**src/hw/rtl/lbc_pkg.sv**
```systemverilog
`default_nettype none
// ----------------------------------------------------------------------------
// lbc_pkg
// shared types and constants for the lamp debounce and blink control block
// ----------------------------------------------------------------------------
package lbc_pkg;

    localparam int NUM_SWITCHES = 5;
    localparam int NUM_LAMPS    = 4;
    localparam int TIME_W       = 32;
    localparam int CFG_W        = 16;
    localparam int CFG_IDX_W    = 1;

    // switch bit positions
    localparam int SW_LEFT  = 0;
    localparam int SW_RIGHT = 1;
    localparam int SW_FRONT = 2;
    localparam int SW_REAR  = 3;
    localparam int SW_HIGH  = 4;

    // configuration register indexes
    localparam logic [CFG_IDX_W-1:0] REG_DEBOUNCE_TIME     = 1'd0;
    localparam logic [CFG_IDX_W-1:0] REG_BLINK_HALF_PERIOD = 1'd1;

    localparam logic [CFG_W-1:0] DEBOUNCE_TIME_RST     = 16'd50;
    localparam logic [CFG_W-1:0] BLINK_HALF_PERIOD_RST = 16'd500;

    typedef struct packed {
        logic [TIME_W-1:0] now_time;
        logic              raw_left_switch;
        logic              raw_right_switch;
        logic              raw_front_brake;
        logic              raw_rear_brake;
        logic              raw_high_beam;
        logic              cmd_left_indicator;
        logic              cmd_right_indicator;
        logic              cmd_brake_bright;
        logic              cmd_high_beam;
    } lbc_in_t;

    typedef struct packed {
        logic left_lamp;
        logic right_lamp;
        logic brake_lamp;
        logic high_beam_lamp;
        logic lamps_changed;
    } lbc_out_t;

    // per-tick control handed to the state units
    typedef struct packed {
        logic step;   // tick is processed this cycle
        logic first;  // first tick since reset
    } lbc_ctl_t;

endpackage : lbc_pkg
`default_nettype wire

```
**src/hw/rtl/lbc_debounce.sv**
```systemverilog
`default_nettype none
// ----------------------------------------------------------------------------
// lbc_debounce
// per-switch timestamp debounce, five switches in parallel
// ----------------------------------------------------------------------------
module lbc_debounce
    import lbc_pkg::*;
(
    input  wire logic                    clk,
    input  wire logic                    rst_n,
    input  wire lbc_ctl_t                ctl,
    input  wire logic [TIME_W-1:0]       now_time,
    input  wire logic [NUM_SWITCHES-1:0] raw,
    input  wire logic [CFG_W-1:0]        debounce_time,
    output logic      [NUM_SWITCHES-1:0] stable_next
);

    logic [NUM_SWITCHES-1:0] last_raw_reg;
    logic [NUM_SWITCHES-1:0] stable_reg;
    logic [TIME_W-1:0]       change_time_reg  [NUM_SWITCHES];
    logic [TIME_W-1:0]       change_time_next [NUM_SWITCHES];
    logic [TIME_W-1:0]       elapsed          [NUM_SWITCHES];

    always_comb
    begin
        for (int i = 0; i < NUM_SWITCHES; i++)
        begin
            // a new raw level restarts that switch's timer
            change_time_next[i] = (ctl.first || (raw[i] != last_raw_reg[i]))
                                  ? now_time : change_time_reg[i];
            elapsed[i] = now_time - change_time_next[i];
            if (ctl.first)
            begin
                stable_next[i] = raw[i];
            end
            else if ((stable_reg[i] != raw[i]) &&
                     (elapsed[i] >= {{(TIME_W-CFG_W){1'b0}}, debounce_time}))
            begin
                stable_next[i] = raw[i];
            end
            else
            begin
                stable_next[i] = stable_reg[i];
            end
        end
    end

    always_ff @(posedge clk or negedge rst_n)
    begin
        if (!rst_n)
        begin
            last_raw_reg <= '0;
            stable_reg   <= '0;
            for (int i = 0; i < NUM_SWITCHES; i++)
            begin
                change_time_reg[i] <= '0;
            end
        end
        else if (ctl.step)
        begin
            last_raw_reg <= raw;
            stable_reg   <= stable_next;
            for (int i = 0; i < NUM_SWITCHES; i++)
            begin
                change_time_reg[i] <= change_time_next[i];
            end
        end
    end

endmodule : lbc_debounce
`default_nettype wire

```
**src/hw/rtl/lbc_lamp.sv**
```systemverilog
`default_nettype none
// ----------------------------------------------------------------------------
// lbc_lamp
// indicator blink phase, lamp merge and change detect
// ----------------------------------------------------------------------------
module lbc_lamp
    import lbc_pkg::*;
(
    input  wire logic                    clk,
    input  wire logic                    rst_n,
    input  wire lbc_ctl_t                ctl,
    input  wire logic [TIME_W-1:0]       now_time,
    input  wire logic [NUM_SWITCHES-1:0] stable,
    input  wire logic [NUM_LAMPS-1:0]    cmd,
    input  wire logic [CFG_W-1:0]        blink_half_period,
    output lbc_out_t                     result
);

    logic                 phase_reg,   phase_next;
    logic [TIME_W-1:0]    toggle_reg,  toggle_next;
    logic                 was_active_reg;
    logic [NUM_LAMPS-1:0] lamps_reg,   lamps_next;

    logic              active;
    logic              was_active;
    logic              phase_base;
    logic [TIME_W-1:0] toggle_base;
    logic [TIME_W-1:0] since_toggle;

    always_comb
    begin
        active = stable[SW_LEFT] | stable[SW_RIGHT];
        // first tick is never an activation edge
        was_active   = ctl.first ? active   : was_active_reg;
        phase_base   = ctl.first ? 1'b1     : phase_reg;
        toggle_base  = ctl.first ? now_time : toggle_reg;
        since_toggle = now_time - toggle_base;

        phase_next  = phase_base;
        toggle_next = toggle_base;
        if (!active || !was_active)
        begin
            phase_next  = 1'b1;
            toggle_next = now_time;
        end
        else if (since_toggle >= {{(TIME_W-CFG_W){1'b0}}, blink_half_period})
        begin
            phase_next  = ~phase_base;
            toggle_next = now_time;
        end

        lamps_next[0] = stable[SW_LEFT]  ? phase_next : cmd[0];
        lamps_next[1] = stable[SW_RIGHT] ? phase_next : cmd[1];
        lamps_next[2] = stable[SW_FRONT] | stable[SW_REAR] | cmd[2];
        lamps_next[3] = stable[SW_HIGH] | cmd[3];

        result.left_lamp      = lamps_next[0];
        result.right_lamp     = lamps_next[1];
        result.brake_lamp     = lamps_next[2];
        result.high_beam_lamp = lamps_next[3];
        result.lamps_changed  = (lamps_next != lamps_reg);
    end

    always_ff @(posedge clk or negedge rst_n)
    begin
        if (!rst_n)
        begin
            phase_reg      <= 1'b1;
            toggle_reg     <= '0;
            was_active_reg <= 1'b0;
            lamps_reg      <= '0;
        end
        else if (ctl.step)
        begin
            phase_reg      <= phase_next;
            toggle_reg     <= toggle_next;
            was_active_reg <= active;
            lamps_reg      <= lamps_next;
        end
    end

endmodule : lbc_lamp
`default_nettype wire

```
**src/hw/rtl/lamp_debounce_blink_control.sv**
```systemverilog
`default_nettype none
// ----------------------------------------------------------------------------
// lamp_debounce_blink_control
// debounced switch inputs, indicator flasher and lamp drive with change flag
// ----------------------------------------------------------------------------
// usage
//   in channel  : one beat per service tick (timestamp, raw switches, commands)
//   out channel : one beat per tick with the four lamp levels and a change flag
//   cfg port    : cfg_we/cfg_index/cfg_data, index 0 debounce time (ms),
//                 index 1 blink half period (ms); write only while idle
// timing
//   an input beat is captured in the input register, processed in one pass
//   of combinational logic into the result register: out_valid rises when
//   the result register is loaded; that waits while a held beat sees out_ready low
//   throughput one beat per cycle while out_ready stays high; the critical
//   path is the five debounce timer subtracts and compares feeding the
//   blink phase and lamp muxes
// reset
//   async active low; lamps off, blink phase on, debounce state cleared,
//   the next tick after reset loads the raw switch levels directly
// back-pressure
//   while out_ready is low the result register holds its beat and the input
//   register can still take one more beat; further beats wait on in_ready
// ----------------------------------------------------------------------------
module lamp_debounce_blink_control
    import lbc_pkg::*;
(
    input  wire logic                 clk,
    input  wire logic                 rst_n,
    input  wire logic                 in_valid,
    output logic                      in_ready,
    input  wire lbc_in_t              in_data,
    output logic                      out_valid,
    input  wire logic                 out_ready,
    output lbc_out_t                  out_data,
    input  wire logic                 cfg_we,
    input  wire logic [CFG_IDX_W-1:0] cfg_index,
    input  wire logic [CFG_W-1:0]     cfg_data
);

    // configuration registers
    logic [CFG_W-1:0] debounce_time_reg;
    logic [CFG_W-1:0] half_period_reg;

    // input register stage
    lbc_in_t in_data_reg;
    logic    in_valid_reg;

    // result register stage
    lbc_out_t out_data_reg;
    logic     out_valid_reg;

    // clear until the first tick has been processed
    logic     started_reg;

    lbc_ctl_t                ctl;
    logic [NUM_SWITCHES-1:0] raw;
    logic [NUM_SWITCHES-1:0] stable_next;
    logic [NUM_LAMPS-1:0]    cmd;
    lbc_out_t                result;

    // the tick in the input register moves on when the result slot frees up
    assign ctl.step  = in_valid_reg && (!out_valid_reg || out_ready);
    assign ctl.first = !started_reg;

    assign in_ready  = !in_valid_reg || ctl.step;
    assign out_valid = out_valid_reg;
    assign out_data  = out_data_reg;

    assign raw = {in_data_reg.raw_high_beam, in_data_reg.raw_rear_brake,
                  in_data_reg.raw_front_brake, in_data_reg.raw_right_switch,
                  in_data_reg.raw_left_switch};
    assign cmd = {in_data_reg.cmd_high_beam, in_data_reg.cmd_brake_bright,
                  in_data_reg.cmd_right_indicator, in_data_reg.cmd_left_indicator};

    // configuration writes
    always_ff @(posedge clk or negedge rst_n)
    begin
        if (!rst_n)
        begin
            debounce_time_reg <= DEBOUNCE_TIME_RST;
            half_period_reg   <= BLINK_HALF_PERIOD_RST;
        end
        else if (cfg_we)
        begin
            case (cfg_index)
                REG_DEBOUNCE_TIME:     debounce_time_reg <= cfg_data;
                REG_BLINK_HALF_PERIOD: half_period_reg   <= cfg_data;
                default:               ;
            endcase
        end
    end

    // input register
    always_ff @(posedge clk or negedge rst_n)
    begin
        if (!rst_n)
        begin
            in_valid_reg <= 1'b0;
        end
        else if (in_ready)
        begin
            in_valid_reg <= in_valid;
        end
    end

    always_ff @(posedge clk)
    begin
        if (in_valid && in_ready)
        begin
            in_data_reg <= in_data;
        end
    end

    // result register and first-tick flag
    always_ff @(posedge clk or negedge rst_n)
    begin
        if (!rst_n)
        begin
            out_valid_reg <= 1'b0;
            started_reg   <= 1'b0;
        end
        else
        begin
            if (ctl.step)
            begin
                out_valid_reg <= 1'b1;
                started_reg   <= 1'b1;
            end
            else if (out_ready)
            begin
                out_valid_reg <= 1'b0;
            end
        end
    end

    always_ff @(posedge clk)
    begin
        if (ctl.step)
        begin
            out_data_reg <= result;
        end
    end

    lbc_debounce u_debounce (
        .clk           (clk),
        .rst_n         (rst_n),
        .ctl           (ctl),
        .now_time      (in_data_reg.now_time),
        .raw           (raw),
        .debounce_time (debounce_time_reg),
        .stable_next   (stable_next)
    );

    lbc_lamp u_lamp (
        .clk               (clk),
        .rst_n             (rst_n),
        .ctl               (ctl),
        .now_time          (in_data_reg.now_time),
        .stable            (stable_next),
        .cmd               (cmd),
        .blink_half_period (half_period_reg),
        .result            (result)
    );

endmodule : lamp_debounce_blink_control
`default_nettype wire

```
**config.mk**
```make
export PLATFORM = sky130hd
export DESIGN_NAME = lamp_debounce_blink_control
export DESIGN_NICKNAME = d
export VERILOG_FILES = /design/src/hw/rtl/lbc_pkg.sv /design/src/hw/rtl/lbc_debounce.sv /design/src/hw/rtl/lbc_lamp.sv /design/src/hw/rtl/lamp_debounce_blink_control.sv
export SDC_FILE = /design/constraint.sdc
export NUM_CORES = 1
export LEC_CHECK = 0
export BUFFER_PORTS_ARGS = -buffer_cell sky130_fd_sc_hd__buf_2
export CAP_MARGIN = 20
export CORE_MARGIN = 3
export CORE_UTILIZATION = 34
export CTS_CLUSTER_DIAMETER = 100
export DETAILED_ROUTE_END_ITERATION = 7
export HOLD_SLACK_MARGIN = 0.12
export PLACE_DENSITY = 0.61
export SLEW_MARGIN = 20
export SYNTH_ARGS = -nofsm -noshare
export SYNTH_HDL_FRONTEND = slang
export SYNTH_HIERARCHICAL = 1
export SYNTH_SLANG_ARGS = --single-unit
export TNS_END_PERCENT = 100
```
**constraint.sdc**
```tcl
create_clock -name clk -period 10.2 [get_ports clk]
set_input_delay 0 -clock clk [delete_from_list [all_inputs] [get_ports clk]]
set_output_delay 0 -clock clk [all_outputs]
set_load 0.05 [all_outputs]
```
==> flow_summary_export.csv, run 1 <==
group,metric,value,unit
worst_setup_path,crit_family,"compound AO/OA/AOI/OAI gates",
synth,seq_area_frac_synth,26.36,%
clock_tree,cts-root-buf,"clkbuf_16",
worst_setup_path,crit_type,"reg -> reg",
route,first_iter_violations,2089,
worst_setup_path,cp_data_arrival_time,8.54,ns
sta,hold_viol,0,
global_route,grt_pass1_wl,137400,µm
worst_setup_path,path_buf_inv,4,
synth,ys_ff_latch,289,
synth,yosysTopAreaCell,"dfrtp_1",
clock_tree,cts.path.max_buffers,3,
route,dr.pass1.iters,7,
placed_design,portBuffers,69,
route,wl_per_cell,19.97,µm
final_layout,fin_nets,3636,
sta,finalSetupViolCount,0,
sta,hold_ws,0.1502,ns
worst_setup_path,cp-end-kind,"register",
clock_tree,clock-sinks,289,
placed_design,post-place-cells,4269,
clock_tree,worstSkewPairLatency,0.59,ns
final_layout,drive_gt1_share,13.44,%
floorplanning,design.die.area,86900,µm²
global_route,grtUsageTotal,19.86,%
power_and_ir_drop,fin_total_pwr,0.007824,W
synth,yosys-top-cells-count,"nand2_1 (293), a21oi_1 (241), ha_1 (234), dfrtp_1 (233), o21ai_0 (206)",
worst_setup_path,critPathLaunchType,"register",
synth,yosysMostFrequentCell,"nand2_1",
clock_tree,cts_setup_buffers,0,
sta,fmax,124.0,MHz
worst_setup_path,slowest_stage,"nand2_1",
sta,timing.final.crit_share,79.04,%
clock_tree,cts_tree,"built",
final_layout,fin_cells,4440,
worst_setup_path,critPathMaxStageDelay,0.53,ns
floorplanning,die_x,294.8,µm
global_route,first_global_vias,24980,
floorplanning,start_util,34.42,%
sta,rsz0062_at_grt,"no",
synth,synth_edf_count,46,
worst_hold_path,hold_class,"in -> reg",
floorplanning,core_area,82370,µm²
global_route,antenna_found_initial,2,
global_route,grt_max_degree,132,
synth,synth_top_area_share,20.56,%
final_layout,largest_reg_flops,160,
placed_design,gp_congestion,0.9072,
final_layout,num_antenna_cells,0,
synth,syn_area,28360,µm²
power_and_ir_drop,powerDensity,244.8,nW/µm²
worst_setup_path,cp_data_required_time,10.68,ns
synth,syn_inst,3271,
placed_design,dpl.hpwl,67750,µm
flow_run,cap_violations,0,
status,status,"completed",
route,drt-total-wl,88650,µm
floorplanning,fp-row-count,105,
sta,worstMarginPinSlew,0.9138,ns
route,via_count,25760,
route,via_per_inst,5.801,
route,drtAntennaViolNets,0,
sta,fin_skew,0.02659,ns
floorplanning,ioPinCount,70,
synth,synth_nets,3569,
power_and_ir_drop,p_leak,13.38,nW
route,drc,0,
clock_tree,path_clk_slew,0.06,ns
clock_tree,cts_made_buffers,40,
synth,ys.flop_type,"dfrtp_1",
synth,yosysWarnings,6,
synth,synth.area.top_cells,"dfrtp_1 (21%), ha_1 (10%), mux2_2 (5.9%)",
final_layout,area.growth.synth_to_final,12.72,%
synth,synthArstFlopShare,84.08,%
global_route,grt.overflow.total,0,
floorplanning,fp.dieH,294.8,µm
sta,finalCriticalPeriod,8.062,ns
synth,syn_avg_cell_area,8.669,µm²
sta,fin_tns_setup,0,ns
power_and_ir_drop,peakVddDrop,0.1426,mV
worst_setup_path,path_max_fanout,32,
sta,slew_headroom,39.08,%
sta,final_max_slew_viol_count,0,
final_layout,fin_util,38.80,%
synth,yosysUniqueCellTypes,113,
clock_tree,cts_max_level,2,
==> path summary, 6_finish.rpt <==
kind / start / end / slack (ns) / depth (start not counted)
setup reg to reg: started_reg / u_lamp/toggle_reg[1] / 2.14 / 25
setup / recovery: started_reg / u_lamp/toggle_reg[1] / 2.14 / 25
hold / removal: in_data[4] / in_data_reg[4] / 0.15 / 2
max in group asynchronous: rst_n / in_valid_reg / 8.94 / 4
hold reg to reg: u_debounce/change_time_reg[0] / u_debounce/change_time_reg[0] / 0.48 / 2
min in group asynchronous: rst_n / u_debounce/change_time_reg[101] / 0.57 / 4
==> final cells by class <==
| type | instances | area [µm²] |
|---|---|---|
| timing repair buffer | 218 | 1747 |
| tap | 1070 | 1339 |
| inverter | 121 | 455.4 |
| clock buffer | 58 | 1222 |
| fill | 8359 | 50410 |
| clock inverter | 16 | 165.2 |
| multi-input combinational | 2668 | 19560 |
| sequential | 289 | 7475 |
==> stage by stage <==
stage | instance area (µm²) | setup WS, ns
floorplan | 28360 | 3.011
global placement | 29580 | 2.488
detailed placement | 29580 | 2.186
CTS | 31960 | 2.192
global route | 31960 | 1.554
finish | 31960 | 2.138
==> placed cells by master (no fill, tap or decap), types with 51 or more instances in the layout <==
cell type,instances
nor3_1,63
a21oi_1,241
nand4_1,61
buf_4,51
a21o_1,71
o21ai_0,206
nand2_1,293
xnor2_1,95
mux2i_1,147
ha_1,234
xor2_1,75
inv_1,115
mux2_2,148
nor2_1,187
nand2b_1,72
nand3_1,74
buf_2,68
nor2b_1,56
dfrtp_1,233
dlygate4sd3_1,96
==> where the power goes <==
part	leakage (nW)	switching, W	internal, W
sequential	3.30	0.000263	0.00149
clock	0.664	0.000588	0.000868
combinational	9.42	0.00270	0.00191
total	13.4	0.00355	0.00427
==> worst register-to-register path, delay by kind of cell, from the launching register on <==
kind                       cells  cell delay, ns
muxes                          3            1.07
and+or+nand+nor                6            1.57
adders and majority gates      2            0.70
xor gates and xnor gates       1            0.19
DFF                            1            0.37
buffers and inverters          4            1.47
AOI/OAI and AO/OA              9            2.58
==> kinds of logic (layout without fill, tap and decap cells) <==
logic type               Yosys count  in the layout  synth area share [%]
multiplexers                     335            335                 13.18
flip-flops                       289            289                 26.36
AND/OR/NAND/NOR                  961            961                 16.95
adder cells (fa/ha/maj)          276            276                 11.84
buffers and inverters            314            413                 4.761
AO/OA/AOI/OAI                    924            924                 21.53
XOR/XNOR                         172            172                 5.366
==> per-layer routing <==
| metal | up-vias | GRT usage (%) | wire (µm) |
|---|---|---|---|
| li1 | 12300 | - | - |
| met1 | 12450 | 25.91 | 39480 |
| met2 | 825 | 33.38 | 41130 |
| met3 | 183 | 2.939 | 5061 |
| met4 | 0 | 7.084 | 2964 |
| met5 | - | 0 | 0 |
==> timing repair <==
item,in CTS,in global routing
resized for setup,0,0
hold buffers,97,0
endpoints found under the hold margin,309,0
(Power assumes the default switching activity.)
==> inputs of run 2 (changes only) <==
- PLACE_DENSITY: 0.61 -> 0.62
- clock period: 10.2 -> 7.4 ns (I/O delays scaled with it)
==> run 2 against run 1 <==
Compared with the run above: critical path depth rose by 1; sequential power increased by 40%; highest routed layer is now met5; via count grew 1.9%; count of clock-buffer cells in the layout decreased by 3; first-iteration DRC count is 4.2% higher; clock skew is 0.0053 ns higher; critical path type unchanged; clock power up 33%.
==> flow_summary_export.csv, run 2 (synthesis gave the netlist of run 1 again) <==
group,metric,value,unit
floorplanning,start_util,34.42,%
worst_setup_path,critPathMaxStageDelay,0.57,ns
clock_tree,path_clk_slew,0.05,ns
worst_setup_path,rr_endpoint,"u_lamp/toggle_reg[16]",
worst_setup_path,path_buf_inv,1,
sta,worstMarginPinSlew,1.033,ns
final_layout,drive_gt1_share,14.73,%
power_and_ir_drop,seqPwrFrac,22.5,%
route,drc,0,
placed_design,gp_congestion,0.9013,
global_route,grt_max_degree,76,
route,drtAntennaViolNets,0,
final_layout,area.growth.synth_to_final,13.11,%
sta,timing.final.crit_share,95.94,%
worst_setup_path,crit-reg2reg-launch,"u_debounce/last_raw_reg[1]",
power_and_ir_drop,p_leak,13.51,nW
clock_tree,clock-sinks,289,
power_and_ir_drop,pwr-share-comb,59.7,%
clock_tree,cts_made_buffers,38,
worst_setup_path,path_max_fanout,32,
sta,hold_ws,0.1558,ns
floorplanning,design.die.area,86900,µm²
worst_hold_path,hold_class,"in -> reg",
worst_setup_path,crit_type,"reg -> reg",
route,via_per_inst,5.875,
worst_setup_path,slowest_stage,"or4_1",
global_route,first_global_vias,25370,
worst_hold_path,hold_start,"in_data[34]",
floorplanning,fp-row-count,105,
global_route,grt_pass1_wl,147900,µm
power_and_ir_drop,powerDensity,339.9,nW/µm²
final_layout,largest_reg_flops,160,
worst_setup_path,crit_family,"compound AO/OA/AOI/OAI gates",
floorplanning,ioPinCount,70,
power_and_ir_drop,fin_total_pwr,0.01090,W
route,dr.pass1.iters,6,
final_layout,fin_nets,3663,
placed_design,portBuffers,69,
sta,finalSetupViolCount,0,
clock_tree,cts-root-buf,"clkbuf_16",
clock_tree,cts_max_level,2,
sta,finalCriticalPeriod,7.100,ns
route,drt-total-wl,97280,µm
clock_tree,cts_setup_buffers,0,
flow_run,cap_violations,0,
power_and_ir_drop,peakVddDrop,0.2106,mV
worst_setup_path,r2r_setup_slack,0.30,ns
placed_design,dpl.hpwl,75090,µm
worst_setup_path,r2r_cells,26,
sta,hold_viol,0,
sta,fin_tns_setup,0,ns
sta,rsz0062_at_grt,"no",
global_route,antenna_found_initial,3,
power_and_ir_drop,power.internal,0.005918,W
route,via_count,26240,
power_and_ir_drop,power_frac_clock,17.8,%
final_layout,final_common_cell,"nand2_1",
sta,final_max_slew_viol_count,0,
status,status,"completed",
power_and_ir_drop,switching_power,0.004982,W
worst_hold_path,hold_end,"in_data_reg[34]",
global_route,grtUsageTotal,21.86,%
final_layout,nFillCells,8230,
route,wl_per_cell,21.78,µm
global_route,grt.overflow.total,0,
sta,fin_skew,0.03187,ns
route,first_iter_violations,2176,
clock_tree,cts_tree,"built",
power_and_ir_drop,swShare,45.70,%
worst_setup_path,cp_data_arrival_time,7.54,ns
worst_setup_path,cp_data_required_time,7.84,ns
floorplanning,die_x,294.8,µm
sta,slew_headroom,30.97,%
floorplanning,fp.dieH,294.8,µm
clock_tree,worstSkewPairLatency,0.58,ns
final_layout,final_cell_mix,"nand2_1 (293), a21oi_1 (241), dfrtp_1 (233), ha_1 (233), o21ai_0 (206)",
worst_setup_path,cp-end-kind,"register",
final_layout,fin_util,38.94,%
floorplanning,core_area,82370,µm²
worst_hold_path,min_path_cells,2,
worst_setup_path,critPathLaunchType,"register",
clock_tree,cts.path.max_buffers,3,
sta,fmax,140.9,MHz
## run 2: layout make-up
type / instances / area, µm² / share of cell area (%)
diodes: 2 / 5.005 / 0.01560
clock buffers: 55 / 1086 / 3.386
clock inverters: 15 / 196.4 / 0.6125
inverters: 121 / 455.4 / 1.420
multi-input cells: 2668 / 19600 / 61.12
flip-flops and latches: 289 / 7475 / 23.31
well taps: 1070 / 1339 / 4.174
repair buffers: 247 / 1913 / 5.965
## run 2: repair_timing
action                                  CTS  global route
endpoints found under the setup margin   32            33
hold buffers                             75             0
endpoints found under the hold margin   155             0
resized for setup                         1             9
## run 2: how the worst max path moves through the flow
| stage | from | end | cells after the start |
|---|---|---|---|
| finish | u_debounce/last_raw_reg[1] | u_lamp/toggle_reg[16] | 26 |
| global route | u_debounce/last_raw_reg[1] | u_lamp/toggle_reg[26] | 26 |
| CTS | u_debounce/last_raw_reg[1] | u_lamp/toggle_reg[0] | 26 |
| detailed placement | u_debounce/last_raw_reg[1] | u_lamp/toggle_reg[0] | 26 |
| global placement | u_debounce/last_raw_reg[1] | u_lamp/toggle_reg[0] | 26 |
| floorplan | started_reg | u_lamp/toggle_reg[10] | 29 |
## run 2: per-layer routing
layer  vias up  track usage [%]  part of all wire (%)
met5         -                0                 0.013
met4         2            7.205                   3.5
met3       194            3.074                   6.6
met2       968            35.59                    45
met1     12750            29.79                    45
li1      12330                -                     -
## run 2: power groups by stage
stage	Sequential, W	Clock, W	Combinational [W]
global placement	0.00245	0	0.00628
floorplan	0.00233	0	0.00483
detailed placement	0.00246	0	0.00631
CTS	0.00244	0.00200	0.00638
finish	0.00245	0.00194	0.00651
global route	0.00251	0.00206	0.00713
## run 2: stage by stage
step                setup slack, ns  cell area, µm²  cells
floorplan                    0.2108           28360   3271
global placement            0.05263           29970   4320
detailed placement         -0.08140           29970   4320
CTS                         0.06336           32020   4465
global route                0.01343           32070   4465
finish                       0.3004           32070   4467
==> inputs of run 3 (changes only) <==
- REMOVE_ABC_BUFFERS: not set -> 1
- TNS_END_PERCENT: 100 -> not set
==> run 3 against run 2 <==
Compared with the run above: critical endpoint is now out_data[0]; global-route usage down 1.5 points; power shrank 1.4%; core utilization down 0.15 points; clock power down 3%; fmax increased by 1.9%; first-iteration DRC count is 20% lower; die area stayed put; non-clock buffer count is 20 lower; flip-flop and latch count is the same; final cell count shrank 0.54%; sequential power hardly changed; combinational power shrank 2%.
==> flow_summary_export.csv, run 3 (synthesis gave the netlist of run 1 again) <==
group,metric,value,unit
worst_setup_path,r2r_cells,31,
status,status,"completed",
floorplanning,design.die.area,86900,µm²
sta,finalSetupViolCount,0,
global_route,first_global_vias,25030,
final_layout,area.growth.synth_to_final,12.67,%
placed_design,dpl.hpwl,70020,µm
floorplanning,core_area,82370,µm²
worst_setup_path,crit_type,"reg -> reg",
worst_hold_path,min_path_cells,2,
final_layout,final_common_cell,"nand2_1",
global_route,grtUsageTotal,20.35,%
final_layout,num_antenna_cells,0,
clock_tree,worstSkewPairLatency,0.57,ns
floorplanning,fp.dieH,294.8,µm
sta,fin_skew,0.01892,ns
worst_setup_path,cp-end-kind,"register",
final_layout,fin_cells,4443,
sta,worstMarginPinSlew,1.102,ns
final_layout,drive_gt1_share,14.08,%
route,drc,0,
final_layout,final_cell_mix,"nand2_1 (293), a21oi_1 (241), ha_1 (234)",
final_layout,fin_nets,3642,
clock_tree,cts_tree,"built",
placed_design,post-place-cells,4292,
sta,final_max_slew_viol_count,0,
global_route,grt_pass1_wl,140900,µm
global_route,grt_max_degree,69,
floorplanning,die_x,294.8,µm
worst_setup_path,r2r_setup_slack,0.44,ns
worst_setup_path,critPathLaunchType,"register",
placed_design,pre_cts_ws,0.1504,ns
clock_tree,cts_max_level,2,
sta,setup_slack,0.4359,ns
route,via_per_inst,5.806,
worst_setup_path,slowest_stage,"or4_1",
global_route,grt.overflow.total,0,
power_and_ir_drop,powerDensity,336.3,nW/µm²
worst_setup_path,path_max_fanout,5,
sta,slew_headroom,26.56,%
sta,hold_viol,0,
clock_tree,clock-sinks,289,
route,drt-total-wl,90410,µm
route,via_count,25800,
sta,timing.final.crit_share,94.11,%
placed_design,gp_congestion,0.9277,
worst_hold_path,hold_class,"in -> reg",
clock_tree,cts_made_buffers,37,
global_route,antenna_found_initial,0,
final_layout,largest_reg_flops,160,
flow_run,cap_violations,0,
sta,fin_tns_setup,0,ns
floorplanning,fp-row-count,105,
sta,finalCriticalPeriod,6.964,ns
route,wl_per_cell,20.35,µm
worst_setup_path,critPathMaxStageDelay,0.57,ns
floorplanning,start_util,34.42,%
clock_tree,cts.path.max_buffers,3,
sta,fmax,143.6,MHz
power_and_ir_drop,peakVddDrop,0.2086,mV
route,first_iter_violations,1740,
final_layout,nFillCells,8348,
worst_setup_path,cp_data_arrival_time,7.26,ns
clock_tree,cts-root-buf,"clkbuf_16",
floorplanning,ioPinCount,70,
clock_tree,path_clk_slew,0.06,ns
power_and_ir_drop,p_leak,13.40,nW
worst_setup_path,cp_data_required_time,7.70,ns
route,dr.pass1.iters,6,
placed_design,portBuffers,69,
route,drtAntennaViolNets,0,
## run 3: critical path: cells and delay by family (launching register included)
kind | cells | cell delay (ns)
AO/OA/AOI/OAI | 13 | 2.36
buffers and inverters | 3 | 0.38
adder cells (fa/ha/maj) | 3 | 0.74
AND/OR/NAND/NOR | 11 | 2.48
multiplexers | 1 | 0.39
flip-flops | 1 | 0.37
## run 3: stage by stage
step / area [µm²] / hold slack [ns] / utilization (%) / total power [W]
finish: 31950 / 0.1587 / 38.79 / 0.01075
global route: 31950 / 0.1473 / 38.79 / 0.01160
CTS: 31880 / 0.1207 / 38.70 / 0.01069
detailed placement: 29770 / 0.003147 / 36.14 / 0.008691
global placement: 29770 / -0.009526 / 36.14 / 0.008641
floorplan: 27460 / -0.2956 / - / 0.007092
## run 3: layout make-up
| class | count | area (µm²) | area share [%] |
|---|---|---|---|
| multi-input cells | 2668 | 19620 | 61.42 |
| flip-flops and latches | 289 | 7475 | 23.40 |
| inverters | 121 | 455.4 | 1.425 |
| well taps | 1070 | 1339 | 4.190 |
| repair buffers | 227 | 1795 | 5.620 |
| clock inverters | 20 | 244.0 | 0.7637 |
| clock buffers | 48 | 1018 | 3.188 |
## run 3: final timing paths
kind	startpoint	end
hold reg to reg	u_debounce/change_time_reg[128]	u_debounce/change_time_reg[128]
min in group asynchronous	rst_n	u_lamp/phase_reg
max in group asynchronous	rst_n	u_debounce/change_time_reg[64]
hold / removal	in_data[1]	cmd[2]
setup reg to reg	started_reg	out_data[0]
setup / recovery	started_reg	out_data[0]
## run 3: report_power, final
group	leakage [nW]	switching [W]	internal, W
logic	9.49	0.00372	0.00268
clock network	0.618	0.000766	0.00113
registers	3.30	0.000408	0.00205
## run 3: timing repair
item,4_1_cts,5_1_grt
hold endpoints to repair,164,0
hold buffers,83,0
buffers inserted,0,0
setup endpoints to repair,0,33
resized for setup,0,12
## run 3: routing by layer
| layer | global-route usage (%) | wire length (µm) |
|---|---|---|
| met1 | 27.57 | 41600 |
| met4 | 6.366 | 2715 |
| met2 | 33.90 | 41950 |
| met3 | 2.351 | 4150 |
| met5 | 0 | 0 |
